<file path="config.mk">
export PLATFORM = sky130hd
export DESIGN_NAME = vfc_ctrl
export DESIGN_NICKNAME = d
export VERILOG_FILES = /design/src/rtl/core/vfc_pkg.sv /design/src/rtl/core/vfc_ctrl.sv
export SDC_FILE = /design/constraint.sdc
export NUM_CORES = 1
export LEC_CHECK = 0
export ABC_AREA = 0
export BUFFER_PORTS_ARGS = -buffer_cell sky130_fd_sc_hd__buf_2
export CAP_MARGIN = 20
export CORE_UTILIZATION = 52
export CTS_CLUSTER_SIZE = 40
export DETAILED_ROUTE_END_ITERATION = 7
export GPL_TIMING_DRIVEN = 0
export PLACE_DENSITY_LB_ADDON = 0.12
export RECOVER_POWER = 25
export SLEW_MARGIN = 25
export SYNTH_ARGS = -nofsm -noshare
export SYNTH_HDL_FRONTEND = slang
export SYNTH_SLANG_ARGS = --single-unit
</file>
<file path="constraint.sdc">
create_clock -name clk -period 1.95 [get_ports clk]
set_input_delay 0.195 -clock clk [delete_from_list [all_inputs] [get_ports clk]]
set_output_delay 0.195 -clock clk [all_outputs]
set_load 0.01 [all_outputs]
</file>
<file path="src/rtl/core/vfc_pkg.sv">
// ---------------------------------------------------------------------------
// vfc_pkg
// Shared types, constants and face tables of the culled voxel face mesher.
// ---------------------------------------------------------------------------
package vfc_pkg;

	localparam int unsigned CHUNK_WIDTH_DEF  = 16;
	localparam int unsigned CHUNK_HEIGHT_DEF = 128;

	localparam logic OP_WRITE = 1'b0;
	localparam logic OP_MESH  = 1'b1;

	localparam logic [2:0] CORNER_LAST = 3'd5;

	typedef enum logic [2:0] {
		FACE_TOP,
		FACE_BOTTOM,
		FACE_LEFT,
		FACE_RIGHT,
		FACE_FRONT,
		FACE_BACK
	} face_t;

	typedef enum logic [2:0] {
		RD_OWN,
		RD_UP,
		RD_DOWN,
		RD_LEFT,
		RD_RIGHT
	} rd_sel_t;

	typedef struct packed {
		logic       opcode;
		logic [3:0] pos_x;
		logic [6:0] pos_y;
		logic [3:0] pos_z;
		logic [3:0] cube_type;
		logic       occupied_value;
		logic       neighbor_left_solid;
		logic       neighbor_right_solid;
		logic       neighbor_front_solid;
		logic       neighbor_back_solid;
	} in_item_t;

	typedef struct packed {
		logic [23:0] vertex_word;
		logic        last_vertex;
	} out_item_t;

	typedef struct packed {
		logic    capture;
		logic    rd_en;
		rd_sel_t rd_sel;
		logic    mem_wr;
		logic    clr_en;
		logic    emit;
		face_t   face;
		logic [2:0] corner;
		logic    last;
	} dp_cmd_t;

	typedef struct packed {
		logic       opcode;
		logic [5:0] show;
		logic       out_stall;
		logic       clr_done;
	} dp_stat_t;

	// corner offsets {dx, dy, dz}, two triangles per face
	localparam logic [2:0] CORNER_TAB [6][6] = '{
		'{3'b010, 3'b110, 3'b111, 3'b111, 3'b010, 3'b011},
		'{3'b000, 3'b100, 3'b101, 3'b101, 3'b000, 3'b001},
		'{3'b011, 3'b010, 3'b000, 3'b000, 3'b011, 3'b001},
		'{3'b111, 3'b110, 3'b100, 3'b100, 3'b111, 3'b101},
		'{3'b111, 3'b101, 3'b001, 3'b001, 3'b111, 3'b011},
		'{3'b110, 3'b100, 3'b000, 3'b000, 3'b110, 3'b010}
	};

	localparam logic [2:0] NORMAL_TAB [6] = '{3'd2, 3'd6, 3'd7, 3'd1, 3'd4, 3'd4};

	function automatic logic [2:0] corner_offset(face_t face, logic [2:0] corner);
		return CORNER_TAB[face][corner];
	endfunction

	function automatic logic [2:0] normal_code(face_t face);
		return NORMAL_TAB[face];
	endfunction

endpackage

</file>
<file path="src/rtl/core/vfc_ctrl.sv">
// ---------------------------------------------------------------------------
// vfc_ctrl
// Sequencer: clearing pass, neighbor row reads, write-back and face emission.
// ---------------------------------------------------------------------------
module vfc_ctrl (
	input  logic              clk,
	input  logic              arst_n,
	input  logic              in_valid,
	output logic              in_ready,
	output vfc_pkg::dp_cmd_t  cmd,
	input  vfc_pkg::dp_stat_t stat
);
	import vfc_pkg::*;

	typedef enum logic [2:0] {
		ST_CLEAR,
		ST_IDLE,
		ST_READ,
		ST_WRITE,
		ST_WAIT,
		ST_START,
		ST_EMIT
	} state_t;

	state_t     state_q;
	rd_sel_t    rd_sel_q;
	face_t      face_q;
	logic [2:0] corner_q;

	face_t first_face;
	face_t next_face;
	logic  more;

	// lowest shown face overall, and lowest shown face above the current one
	always_comb begin
		first_face = FACE_TOP;
		next_face  = FACE_TOP;
		more       = 1'b0;
		for (int i = 5; i >= 0; i--) begin
			if (stat.show[i]) begin
				first_face = face_t'(3'(i));
				if (3'(i) > face_q) begin
					next_face = face_t'(3'(i));
					more      = 1'b1;
				end
			end
		end
	end

	assign in_ready = state_q == ST_IDLE;

	always_comb begin
		cmd         = '0;
		cmd.capture = (state_q == ST_IDLE) && in_valid;
		cmd.rd_en   = state_q == ST_READ;
		cmd.rd_sel  = rd_sel_q;
		cmd.mem_wr  = state_q == ST_WRITE;
		cmd.clr_en  = state_q == ST_CLEAR;
		cmd.emit    = (state_q == ST_EMIT) && !stat.out_stall;
		cmd.face    = face_q;
		cmd.corner  = corner_q;
		cmd.last    = (corner_q == CORNER_LAST) && !more;
	end

	always_ff @(posedge clk or negedge arst_n) begin
		if (!arst_n) begin
			state_q  <= ST_CLEAR;
			rd_sel_q <= RD_OWN;
			face_q   <= FACE_TOP;
			corner_q <= '0;
		end else begin
			case (state_q)
				ST_CLEAR: begin
					if (stat.clr_done) begin
						state_q <= ST_IDLE;
					end
				end
				ST_IDLE: begin
					if (in_valid) begin
						state_q  <= ST_READ;
						rd_sel_q <= RD_OWN;
					end
				end
				ST_READ: begin
					case (rd_sel_q)
						RD_OWN: begin
							if (stat.opcode == OP_WRITE) begin
								state_q <= ST_WRITE;
							end else begin
								rd_sel_q <= RD_UP;
							end
						end
						RD_UP:    rd_sel_q <= RD_DOWN;
						RD_DOWN:  rd_sel_q <= RD_LEFT;
						RD_LEFT:  rd_sel_q <= RD_RIGHT;
						default:  state_q  <= ST_WAIT;
					endcase
				end
				ST_WRITE: state_q <= ST_IDLE;
				ST_WAIT:  state_q <= ST_START;
				ST_START: begin
					if (stat.show == 6'd0) begin
						state_q <= ST_IDLE;
					end else begin
						face_q   <= first_face;
						corner_q <= '0;
						state_q  <= ST_EMIT;
					end
				end
				ST_EMIT: begin
					// hold while the output register is still full
					if (!stat.out_stall) begin
						if (corner_q == CORNER_LAST) begin
							corner_q <= '0;
							if (more) begin
								face_q <= next_face;
							end else begin
								state_q <= ST_IDLE;
							end
						end else begin
							corner_q <= corner_q + 3'd1;
						end
					end
				end
				default: state_q <= ST_IDLE;
			endcase
		end
	end

endmodule

</file>
; ---- After elaboration in Yosys (flattened, before gate mapping)
; Cells that the tools add are included.
[totals]
regBits = 12
latchBits = 0
mem_bits_rw = 0
mem_bits_ro = 0
input_bits = 12
out_inout_bits = 16
word_cells = 99
n_memories = 0
[op_classes]
add_sub_neg = 1
multipliers = 0
div_mod_pow = 0
n_lt_le_gt_ge = 6
eq_ne = 21
n_shift = 0
mux = 52
n_bitwise = 0
n_reduce_logical = 15
[op_table]
columns = operator, n
row1 = 3-bit two-way mux, 34
row2 = 3-bit case mux with 2 select lines, 4
row3 = 3-bit case mux with 6 select lines, 1
row4 = "3-bit by 2-bit equality test with 1-bit output, second input constant", 4
row5 = "3-bit equality test, second input constant", 4
row6 = 1-bit two-way mux, 12
row7 = "2-bit != test, second input constant", 6
row8 = 3-bit case mux with 4 select lines, 1
row9 = 7-bit AND reduction, 1
row10 = "3-bit by 1-bit equality test with 1-bit output, second input constant", 2
row11 = "1-bit by 3-bit > comparator with 1-bit output, first input constant", 2
row12 = "2-bit by 3-bit > comparator with 1-bit output, first input constant", 2
row13 = "3-bit > comparator, first input constant", 2
row14 = 3-bit zero test, 2
row15 = 6-bit zero test, 1
row16 = "3-bit != test, second input constant", 2
row17 = "5-bit by 1-bit != test with 1-bit output, second input constant", 1
row18 = 5-bit AND reduction, 1
row19 = "2-bit by 1-bit != test with 1-bit output, second input constant", 2
row20 = 4-bit AND reduction, 1
row21 = 2-bit nonzero test, 2
row22 = "3-bit by 1-bit adder with 3-bit output, second input constant", 1
row23 = 1-bit logical AND, 3
row24 = 3-bit AND reduction, 1
row25 = other kinds (2), 3

; ---- Logic depth before layout (Yosys ltp)
; Gate-level depths: netlist of run 1.
[depth]
depth_word = 17
mapped_depth = 6
depth_no_buf = 5

; ---- Worst setup path after synthesis of run 1
; OpenSTA, ideal clock, no wires.
[synth_path]
path_kind = reg-to-reg
start = register state_q[2]
end = register state_q[0]
setup_ns = 0.120
t_arrival_ns = 1.496
t_required_ns = 1.830
setup_slack_ns = 0.334
stages_incl_launch_ff = 5
path_buffers = 0
synth_period_minus_slack_ns = 1.616
cell_sequence = dfrtp_1 > nor3b_4 > or3b_1 > and2_1 > a41o_1
[synth_lines]
columns = item, line_no
row1 = start: declaration, vfc_ctrl.sv:25  ; state_t state_q;
row2 = start signal: assignment, vfc_ctrl.sv:67  ; state_q <= ST_CLEAR;
row3 = start signal: assignment, vfc_ctrl.sv:75  ; state_q <= ST_IDLE;
row4 = start signal: assignment, vfc_ctrl.sv:80  ; state_q <= ST_READ;

==> results of run 1 <==
==> stage by stage <==
stage               total power [mW]  cells  setup WS (ns)  utilization (%)
floorplan                       1.32    124          0.334                -
global placement                1.58    178          0.272             64.5
detailed placement              1.64    178          0.242             64.5
CTS                             1.80    182         0.0965             66.1
global route                    1.96    182         0.0142             66.1
finish                          1.81    182         0.0677             66.1
==> registers in the layout (all words and copies together) (netlist names) <==
signal,flops
corner_q,3
face_q,3
rd_sel_q,3
state_q,3
==> critical path, delay by kind of cell (launching register included) <==
kind	cells	cell delay (ns)
AOI/OAI and AO/OA	1	0.24
and+or+nand+nor	2	0.53
DFF	1	0.49
buffers and inverters	1	0.15
==> cells in the final DEF (no fill, tap or decap), types with 4 or more instances in the layout <==
cell	Yosys	final
buf_2	2	28
dfrtp_1	12	12
nor2_1	8	8
a21oi_1	8	8
inv_1	7	7
nor3_1	6	6
nand2_1	6	6
nand2b_1	6	6
o21ai_0	5	5
a31oi_1	4	4
nor4_1	4	4
==> cell families after synthesis <==
kind of cell    after synthesis
xor+xnor                      1
buf+inv                      12
compound gates               40
simple gates                 58
flops                        12
mux                           1
==> area by class of cell <==
| class | count | area, µm² | area share, % |
|---|---|---|---|
| multi-input cells | 100 | 762 | 57.6 |
| inverters | 7 | 26.3 | 1.99 |
| well taps | 27 | 33.8 | 2.55 |
| plain buffers | 5 | 33.8 | 2.55 |
| repair buffers | 28 | 144 | 10.9 |
| clock buffers | 3 | 22.5 | 1.70 |
| flip-flops and latches | 12 | 300 | 22.7 |
==> path summary, 6_finish.rpt <==
path	from	end	depth (start not counted)
setup / recovery	face_q[0]$_DFFE_PN0P_	cmd[0]	4
hold / removal	in_valid	rd_sel_q[2]$_DFFE_PN0P_	4
setup reg to reg	face_q[2]$_DFFE_PN0P_	state_q[2]$_DFFE_PN0P_	5
hold reg to reg	corner_q[2]$_DFFE_PN0P_	corner_q[2]$_DFFE_PN0P_	1
max in group asynchronous	arst_n	rd_sel_q[1]$_DFFE_PN0P_	2
min in group asynchronous	arst_n	face_q[0]$_DFFE_PN0P_	2
==> timing repair <==
action                    4_1_cts  5_1_grt
resized for setup               0        0
hold endpoints to repair       12        0
hold buffers                    1        0
==> where the power goes <==
part,switching (mW),internal (mW),total [mW]
Combinational,0.637,0.519,1.16
Clock,0.0805,0.0717,0.152
Sequential,0.151,0.352,0.503
==> metal layers <==
| metal | GRT usage, % | up-vias |
|---|---|---|
| met5 | 0 | - |
| met2 | 45.3 | 47 |
| met1 | 37.9 | 548 |
| met4 | 7.84 | 0 |
| li1 | - | 544 |
| met3 | 4.72 | 6 |
==> run summary, run 1 <==
Simple-gate share of the synthesized area: 37.7%
Slew HR: 54.7%
WL met3: 190 µm
Total Routing Usage GR: 27.8%
Commonest cells in the netlist: dfrtp_1 (12), a21oi_1 (8), nor2_1 (8)
Core ar.: 0.00200 mm²
Share of flip-flops with an asynchronous set or reset: 100%
Final setup violation count: 0
Postcts setup bufs: 0
Post-synthesis cell type count: 58
Antenna diodes: 0
Post-route cell area: 0.00132 mm²
Synthesized area: 0.00112 mm²
Post-synthesis mux area share: 1.00%
Port Buffer Count: 27
Critical path's largest stage delay: 0.49 ns
Arr. time, crit path: 1.69 ns
Synth top area share: 26.8%
Final period util: 96.5%
Total Wirelength: 2940 µm
Worst Tran Pin Value: 0.679 ns
RSZ-0062 raised after global routing: no
CP required: 1.75 ns
Critical path's slowest cell: dfrtp_1
Cell Rows: 16
HPWL Detailed: 2270 µm
Post-Synth Adder-Cell Area: 0%
Fillcell total: 169
Fmax: 531 MHz
Layout cells sized above 1: 34.2%
Starting density of the core: 56.1%
H-tree Lvls: 1
Number of enable flip-flop cells after synthesis: 0
Worst-path clk slew: 0.07 ns
Outcome: completed
Die area: 0.00235 mm²
TritonCTS buffer count: 3
Syn nets: 136
Largest family of logic cells by synthesized area: simple AND/OR/NAND/NOR gates
Cell with the most instances after synthesis: dfrtp_1
Cell chain of the critical path: or3b_4 -> a31oi_1 -> nor3_1 -> buf_2
Setup TNS Final: 0 ns
Remaining DRCs: 0
Post-DRT Antenna Nets: 0
M1 WL: 1260 µm
Antenna violations before repair: 0
Fin crit period: 1.88 ns
Met2 wire length: 1440 µm
Global-route wire length before repair: 5060 µm
Via count: 1145
Mapped Cells: 124
Clock Path Buffers: 2
Hold Slack: 0.296 ns
Clock Latency Late Sink: 0.28 ns
Pwr Density: 1370 mW/mm²
WS Path Type: reg2out
Final Net Count: 169
CP Capture Type: output pin
GPL Wtd Cong: 0.918
Area growth syn-to-layout: 17.8%
CTS tree: done
Grt ovf: 0
Post-synth top flop: dfrtp_1
Drt pass-1 iters: 4
Vias in the first global route: 1069
FF-to-FF setup slack: 0.21 ns
Top cells by area, synth: dfrtp_1 (27%), a21oi_1 (3.6%), nand2b_1 (3.3%)
Hold Fails Final Rpt: 0
#FFs+latches synth: 12
Die W: 48.5 µm
XOR/XNOR Fraction of Synth Area: 0.780%
Worst Skew: 0.00692 ns
Top Ports: 28
Hold WC Path Type: in2reg
Syn. warnings: 0
Vias per cell: 6.29
Largest net degree at the start of global routing: 13
Seq/Total Area, Yosys: 26.8%
Count of final max-slew check failures: 0
Post-detailed-route wirelength per cell: 16.1 µm
Initial DRC Count: 28
Placed instance area: 0.00129 mm²
Leakage: 0.556 nW
Compound-Gate Fraction of Synth Area: 28.4%
Clk sink count: 12
Die Span Y: 48.5 µm
CP Launch Type: flip-flop
Uppermost routed layer: met4
Maximum vdd drop: 0.000830 V
Cell accounting for the most synthesized area: dfrtp_1
Max Cap Viol: 0
Crit Path Max Fanout: 8
CTS root buf: clkbuf_4
Mean Syn Cell Area: 9.05 µm²
Power figures use the tool's default switching activity.
==> run 2: changes to the inputs <==
--- a/config.mk
+++ b/config.mk
@@ -9,6 +9,7 @@
 export BUFFER_PORTS_ARGS = -buffer_cell sky130_fd_sc_hd__buf_2
 export CAP_MARGIN = 20
 export CORE_UTILIZATION = 52
+export CTS_CLUSTER_DIAMETER = 60
 export CTS_CLUSTER_SIZE = 40
 export DETAILED_ROUTE_END_ITERATION = 7
 export GPL_TIMING_DRIVEN = 0
==> constraint.sdc (replaced) <==
create_clock -name clk -period 1.95 [get_ports clk]
set_input_delay 0.39 -clock clk [delete_from_list [all_inputs] [get_ports clk]]
set_output_delay 0.39 -clock clk [all_outputs]
set_load 0.01 [all_outputs]
==> run 2 against run 1 <==
Against the previous run:
- count of clock-buffer cells in the layout did not move
- clock power rose by 4%
- die area did not move
- utilization rose by 5.5 points
- register-to-register slack got worse by 0.09 ns
==> run summary, run 2 (synthesis results as in run 1) <==
Port Buffer Count: 27
Total Routing Usage GR: 28.2%
WS Path Type: reg2out
Post-DRT Antenna Nets: 0
Antenna diodes: 0
FF-to-FF setup slack: 0.12 ns
Area growth syn-to-layout: 27.6%
CP Capture Type: output pin
Vias in the first global route: 1086
Most frequent cells in the layout: buf_2 (28), buf_4 (10), dfrtp_1 (10)
Leakage: 0.606 nW
Die area: 0.00235 mm²
Max Cap Viol: 0
Slew HR: 53.9%
Outcome: completed
Initial DRC Count: 49
Commonest non-fill, non-tap cell in the layout: buf_2
Fmax: 518 MHz
Placed instance area: 0.00129 mm²
Placed cells: 178
CP Launch Type: flip-flop
Post-detailed-route wirelength per cell: 17.5 µm
Layout cells sized above 1: 40.9%
CP required: 1.56 ns
Via count: 1217
Drt pass-1 iters: 4
Final period util: 99.0%
Hold WC Path Type: in2reg
Clock Latency Late Sink: 0.29 ns
Die W: 48.5 µm
Total Wirelength: 3350 µm
Post-route cell area: 0.00143 mm²
Vias per cell: 6.37
Antenna violations before repair: 0
Total chip power: 2.03 mW
Hold wc startpoint: in_valid
Largest net degree at the start of global routing: 13
HPWL Detailed: 2270 µm
Worst Hold Endpoint: rd_sel_q[2]$_DFFE_PN0P_
H-tree Lvls: 1
Count of final max-slew check failures: 0
Maximum vdd drop: 0.000932 V
TritonCTS buffer count: 3
Core ar.: 0.00200 mm²
Crit Path Max Fanout: 4
Clk sink count: 12
Worst Tran Pin Value: 0.692 ns
Die Span Y: 48.5 µm
CTS tree: done
Layout Utilization: 71.6%
FF-to-FF Start: state_q[2]$_DFFE_PN0P_
RSZ-0062 raised after global routing: yes
Final setup violation count: 0
Arr. time, crit path: 1.54 ns
CTS root buf: clkbuf_4
Worst hold path depth: 4
Clock Path Buffers: 2
Cell Rows: 16
Remaining DRCs: 0
Final Net Count: 178
Grt ovf: 0
Top Ports: 28
Hold Fails Final Rpt: 0
Worst Skew: 0.00629 ns
Global-route wire length before repair: 5120 µm
Setup TNS Final: 0 ns
Worst-path clk slew: 0.07 ns
Reg2Reg Capture Point: state_q[0]$_DFFE_PN0P_
Pwr Density: 1420 mW/mm²
Fin crit period: 1.93 ns
GPL Wtd Cong: 0.918
Starting density of the core: 56.1%
Post-Layout Cell Count: 191
R2R depth: 5
[run 2: layout make-up]
| type | instances | area (µm²) |
|---|---|---|
| plain buffers | 5 | 43.8 |
| fillers | 156 | 569 |
| clock buffers | 3 | 22.5 |
| well taps | 27 | 33.8 |
| inverters | 7 | 26.3 |
| multi-input cells | 100 | 792 |
| flip-flops and latches | 12 | 303 |
| repair buffers | 37 | 211 |
[run 2: routing by layer]
layer | global-route usage (%) | part of all wire, %
met3 | 4.72 | 7.0
met2 | 46.5 | 49
met1 | 38.1 | 41
met4 | 8.33 | 3.0
met5 | 0 | 0
[run 2: what timing repair did]
action | in CTS | in global routing
resized for setup | 6 | 4
hold buffers | 1 | 0
pin swaps | 0 | 4
buffers inserted | 2 | 7
setup endpoints to repair | 2 | 2
endpoints found under the hold margin | 12 | 0
[run 2: how the worst max path moves through the flow]
stage                                 from                     end  slack [ns]  cells after the start
floorplan           state_q[2]$_DFFE_PN0P_  state_q[0]$_DFFE_PN0P_        0.33                      4
global placement                   stat[4]   face_q[2]$_DFFE_PN0P_        0.14                      5
detailed placement                 stat[4]   face_q[2]$_DFFE_PN0P_        0.15                      5
CTS                  face_q[2]$_DFFE_PN0P_                  cmd[0]        0.01                      5
global route         face_q[0]$_DFFE_PN0P_                  cmd[0]       -0.03                      4
finish               face_q[0]$_DFFE_PN0P_                  cmd[0]        0.02                      4
[run 2: per-stage QoR]
step / setup WS, ns / hold slack [ns]
after detailed placement: 0.147 / 0.285
after global placement: 0.136 / 0.285
final: 0.0197 / 0.472
after global routing: -0.0261 / 0.510
after CTS: 0.0102 / 0.471
after floorplan: 0.334 / 0.0944
[run 2: worst max-delay path, cell delays in order, from the launching register on]
cell and delay (ns):
dfrtp_2 0.44, or3b_4 0.44, a31oi_4 0.17, nor3_2 0.06, buf_2 0.14
[run 2: report_power, final]
group,switching (mW),internal (mW)
clock network,0.0855,0.0721
logic,0.733,0.648
registers,0.138,0.356
==> run 3: changes to the inputs <==
--- a/config.mk
+++ b/config.mk
@@ -6,12 +6,12 @@
 export NUM_CORES = 1
 export LEC_CHECK = 0
 export ABC_AREA = 0
-export BUFFER_PORTS_ARGS = -buffer_cell sky130_fd_sc_hd__buf_2
 export CAP_MARGIN = 20
-export CORE_UTILIZATION = 52
+export CORE_UTILIZATION = 60
 export CTS_CLUSTER_DIAMETER = 60
 export CTS_CLUSTER_SIZE = 40
 export DETAILED_ROUTE_END_ITERATION = 7
+export DONT_BUFFER_PORTS = 1
 export GPL_TIMING_DRIVEN = 0
 export PLACE_DENSITY_LB_ADDON = 0.12
 export RECOVER_POWER = 25
==> run 3 against run 2 <==
Against the previous run:
- worst setup slack better by 0.049 ns
- clock skew up 0.00056 ns
- wire length down 20%
- sequential power up 16%
- sequential share of layout area up 3.5 points
- global-route usage up 0.62 points
- hold slack worse by 0.16 ns
- final area down 14%
- maximum frequency up 2.6%
- count of clock-buffer cells in the layout up 1
- utilization down 1.2 points
- register-to-register slack worse by 0.02 ns
- critical path type unchanged
- highest routed layer unchanged
==> run summary, run 3 (synthesis results as in run 1) <==
Vias in the first global route: 940
Arr. time, crit path: 1.49 ns
Outcome: completed
Die area: 0.00205 mm²
Largest net degree at the start of global routing: 13
CP required: 1.56 ns
Max Cap Viol: 0
RSZ-0062 raised after global routing: no
Post-route cell area: 0.00123 mm²
Slew HR: 62.4%
Starting density of the core: 64.3%
Clock Latency Late Sink: 0.28 ns
Leakage: 0.440 nW
Initial DRC Count: 35
Worst-path clk slew: 0.08 ns
Final setup violation count: 0
FF-to-FF Start: state_q[2]$_DFFE_PN0P_
CTS root buf: clkbuf_4
Antenna violations before repair: 0
Fillcell total: 149
Grt ovf: 0
Count of final max-slew check failures: 0
Worst Tran Pin Value: 0.562 ns
Postcts setup bufs: 0
WS Path Type: reg2out
Clk sink count: 12
Hold wc startpoint: in_valid
Die W: 45.3 µm
CP Capture Type: output pin
Remaining DRCs: 0
Die Span Y: 45.3 µm
Total Routing Usage GR: 28.9%
GPL Wtd Cong: 0.840
Hold WC Path Type: in2reg
Fin crit period: 1.88 ns
Global-route wire length before repair: 4290 µm
Layout cells sized above 1: 25.0%
Setup TNS Final: 0 ns
CP Launch Type: flip-flop
Hold Fails Final Rpt: 0
Drt pass-1 iters: 4
Post-Layout Cell Count: 153
Via count: 1013
Pwr Density: 1440 mW/mm²
Clock Path Buffers: 2
Area growth syn-to-layout: 9.48%
Most frequent cells in the layout: dfrtp_1 (10), nor2_1 (8), a21oi_1 (8)
TritonCTS buffer count: 3
Post-detailed-route wirelength per cell: 17.5 µm
Cell Rows: 15
Final Net Count: 141
Commonest non-fill, non-tap cell in the layout: dfrtp_1
Top Ports: 28
Core ar.: 0.00175 mm²
Crit Path Max Fanout: 10
HPWL Detailed: 1940 µm
Placed cells: 149
CP startpoint: face_q[2]$_DFFE_PN0P_
Placed instance area: 0.00115 mm²
Port Buffer Count: 0
Maximum vdd drop: 0.00105 V
Worst Skew: 0.00685 ns
Vias per cell: 6.62
Antenna diodes: 0
Final period util: 96.5%
H-tree Lvls: 1
Fmax: 532 MHz
Total Wirelength: 2680 µm
CTS tree: done
Post-DRT Antenna Nets: 0
-- run 3: timing repair --
item | CTS | global route
resized for setup | 5 | 4
hold buffers | 1 | 0
endpoints found under the hold margin | 12 | 0
pin swaps | 0 | 1
endpoints found under the setup margin | 2 | 2
-- run 3: final timing paths --
kind,endpoint,cells after the start,slack (ns)
setup / recovery,cmd[0],4,0.07
hold / removal,rd_sel_q[2]$_DFFE_PN0P_,3,0.31
setup reg to reg,state_q[0]$_DFFE_PN0P_,4,0.10
hold reg to reg,corner_q[2]$_DFFE_PN0P_,1,0.62
max in group asynchronous,face_q[0]$_DFFE_PN0P_,1,1.01
min in group asynchronous,rd_sel_q[0]$_DFFE_PN0P_,1,0.53
-- run 3: cell type report --
cell class	instances	area, µm²	share of cell area [%]
Sequential cell	12	303	24.6
Multi-Input combinational cell	100	791	64.4
Timing Repair Buffer	1	10.0	0.815
Tap cell	25	31.3	2.55
Inverter	7	26.3	2.14
Clock buffer	4	36.3	2.95
Buffer	4	31.3	2.55
-- run 3: power breakdown --
part / switching [mW] / total, mW / internal [mW] / leakage, nW
clock: 0.0923 / 0.206 / 0.114 / 0.0210
sequential: 0.217 / 0.571 / 0.354 / 0.151
combinational: 0.539 / 0.998 / 0.460 / 0.268
total: 0.848 / 1.78 / 0.928 / 0.440
-- run 3: metrics by stage --
stage / hold WS, ns / utilization, % / total power, mW / setup slack, ns
global placement: 0.0946 / 66.1 / 1.46 / 0.211
finish: 0.311 / 70.4 / 1.78 / 0.0689
CTS: 0.332 / 70.0 / 1.75 / 0.0137
global route: 0.326 / 70.4 / 1.92 / 0.0109
floorplan: 0.0944 / - / 1.32 / 0.334
detailed placement: 0.0947 / 66.1 / 1.50 / 0.214
-- run 3: critical path: stages (launching register included) --
cell and delay, ns:
dfrtp_1 0.44, buf_4 0.20, or2b_4 0.28, a31oi_4 0.20, nor3_2 0.09
-- run 3: routing by layer --
layer	global-route usage [%]	part of all wire [%]	up-vias	wire length [µm]
li1	-	-	492	-
met2	42.3	45	36	1210
met4	7.88	1.9	0	50
met1	41.5	46	479	1240
met3	7.60	6.6	6	177
met5	0	0	-	0
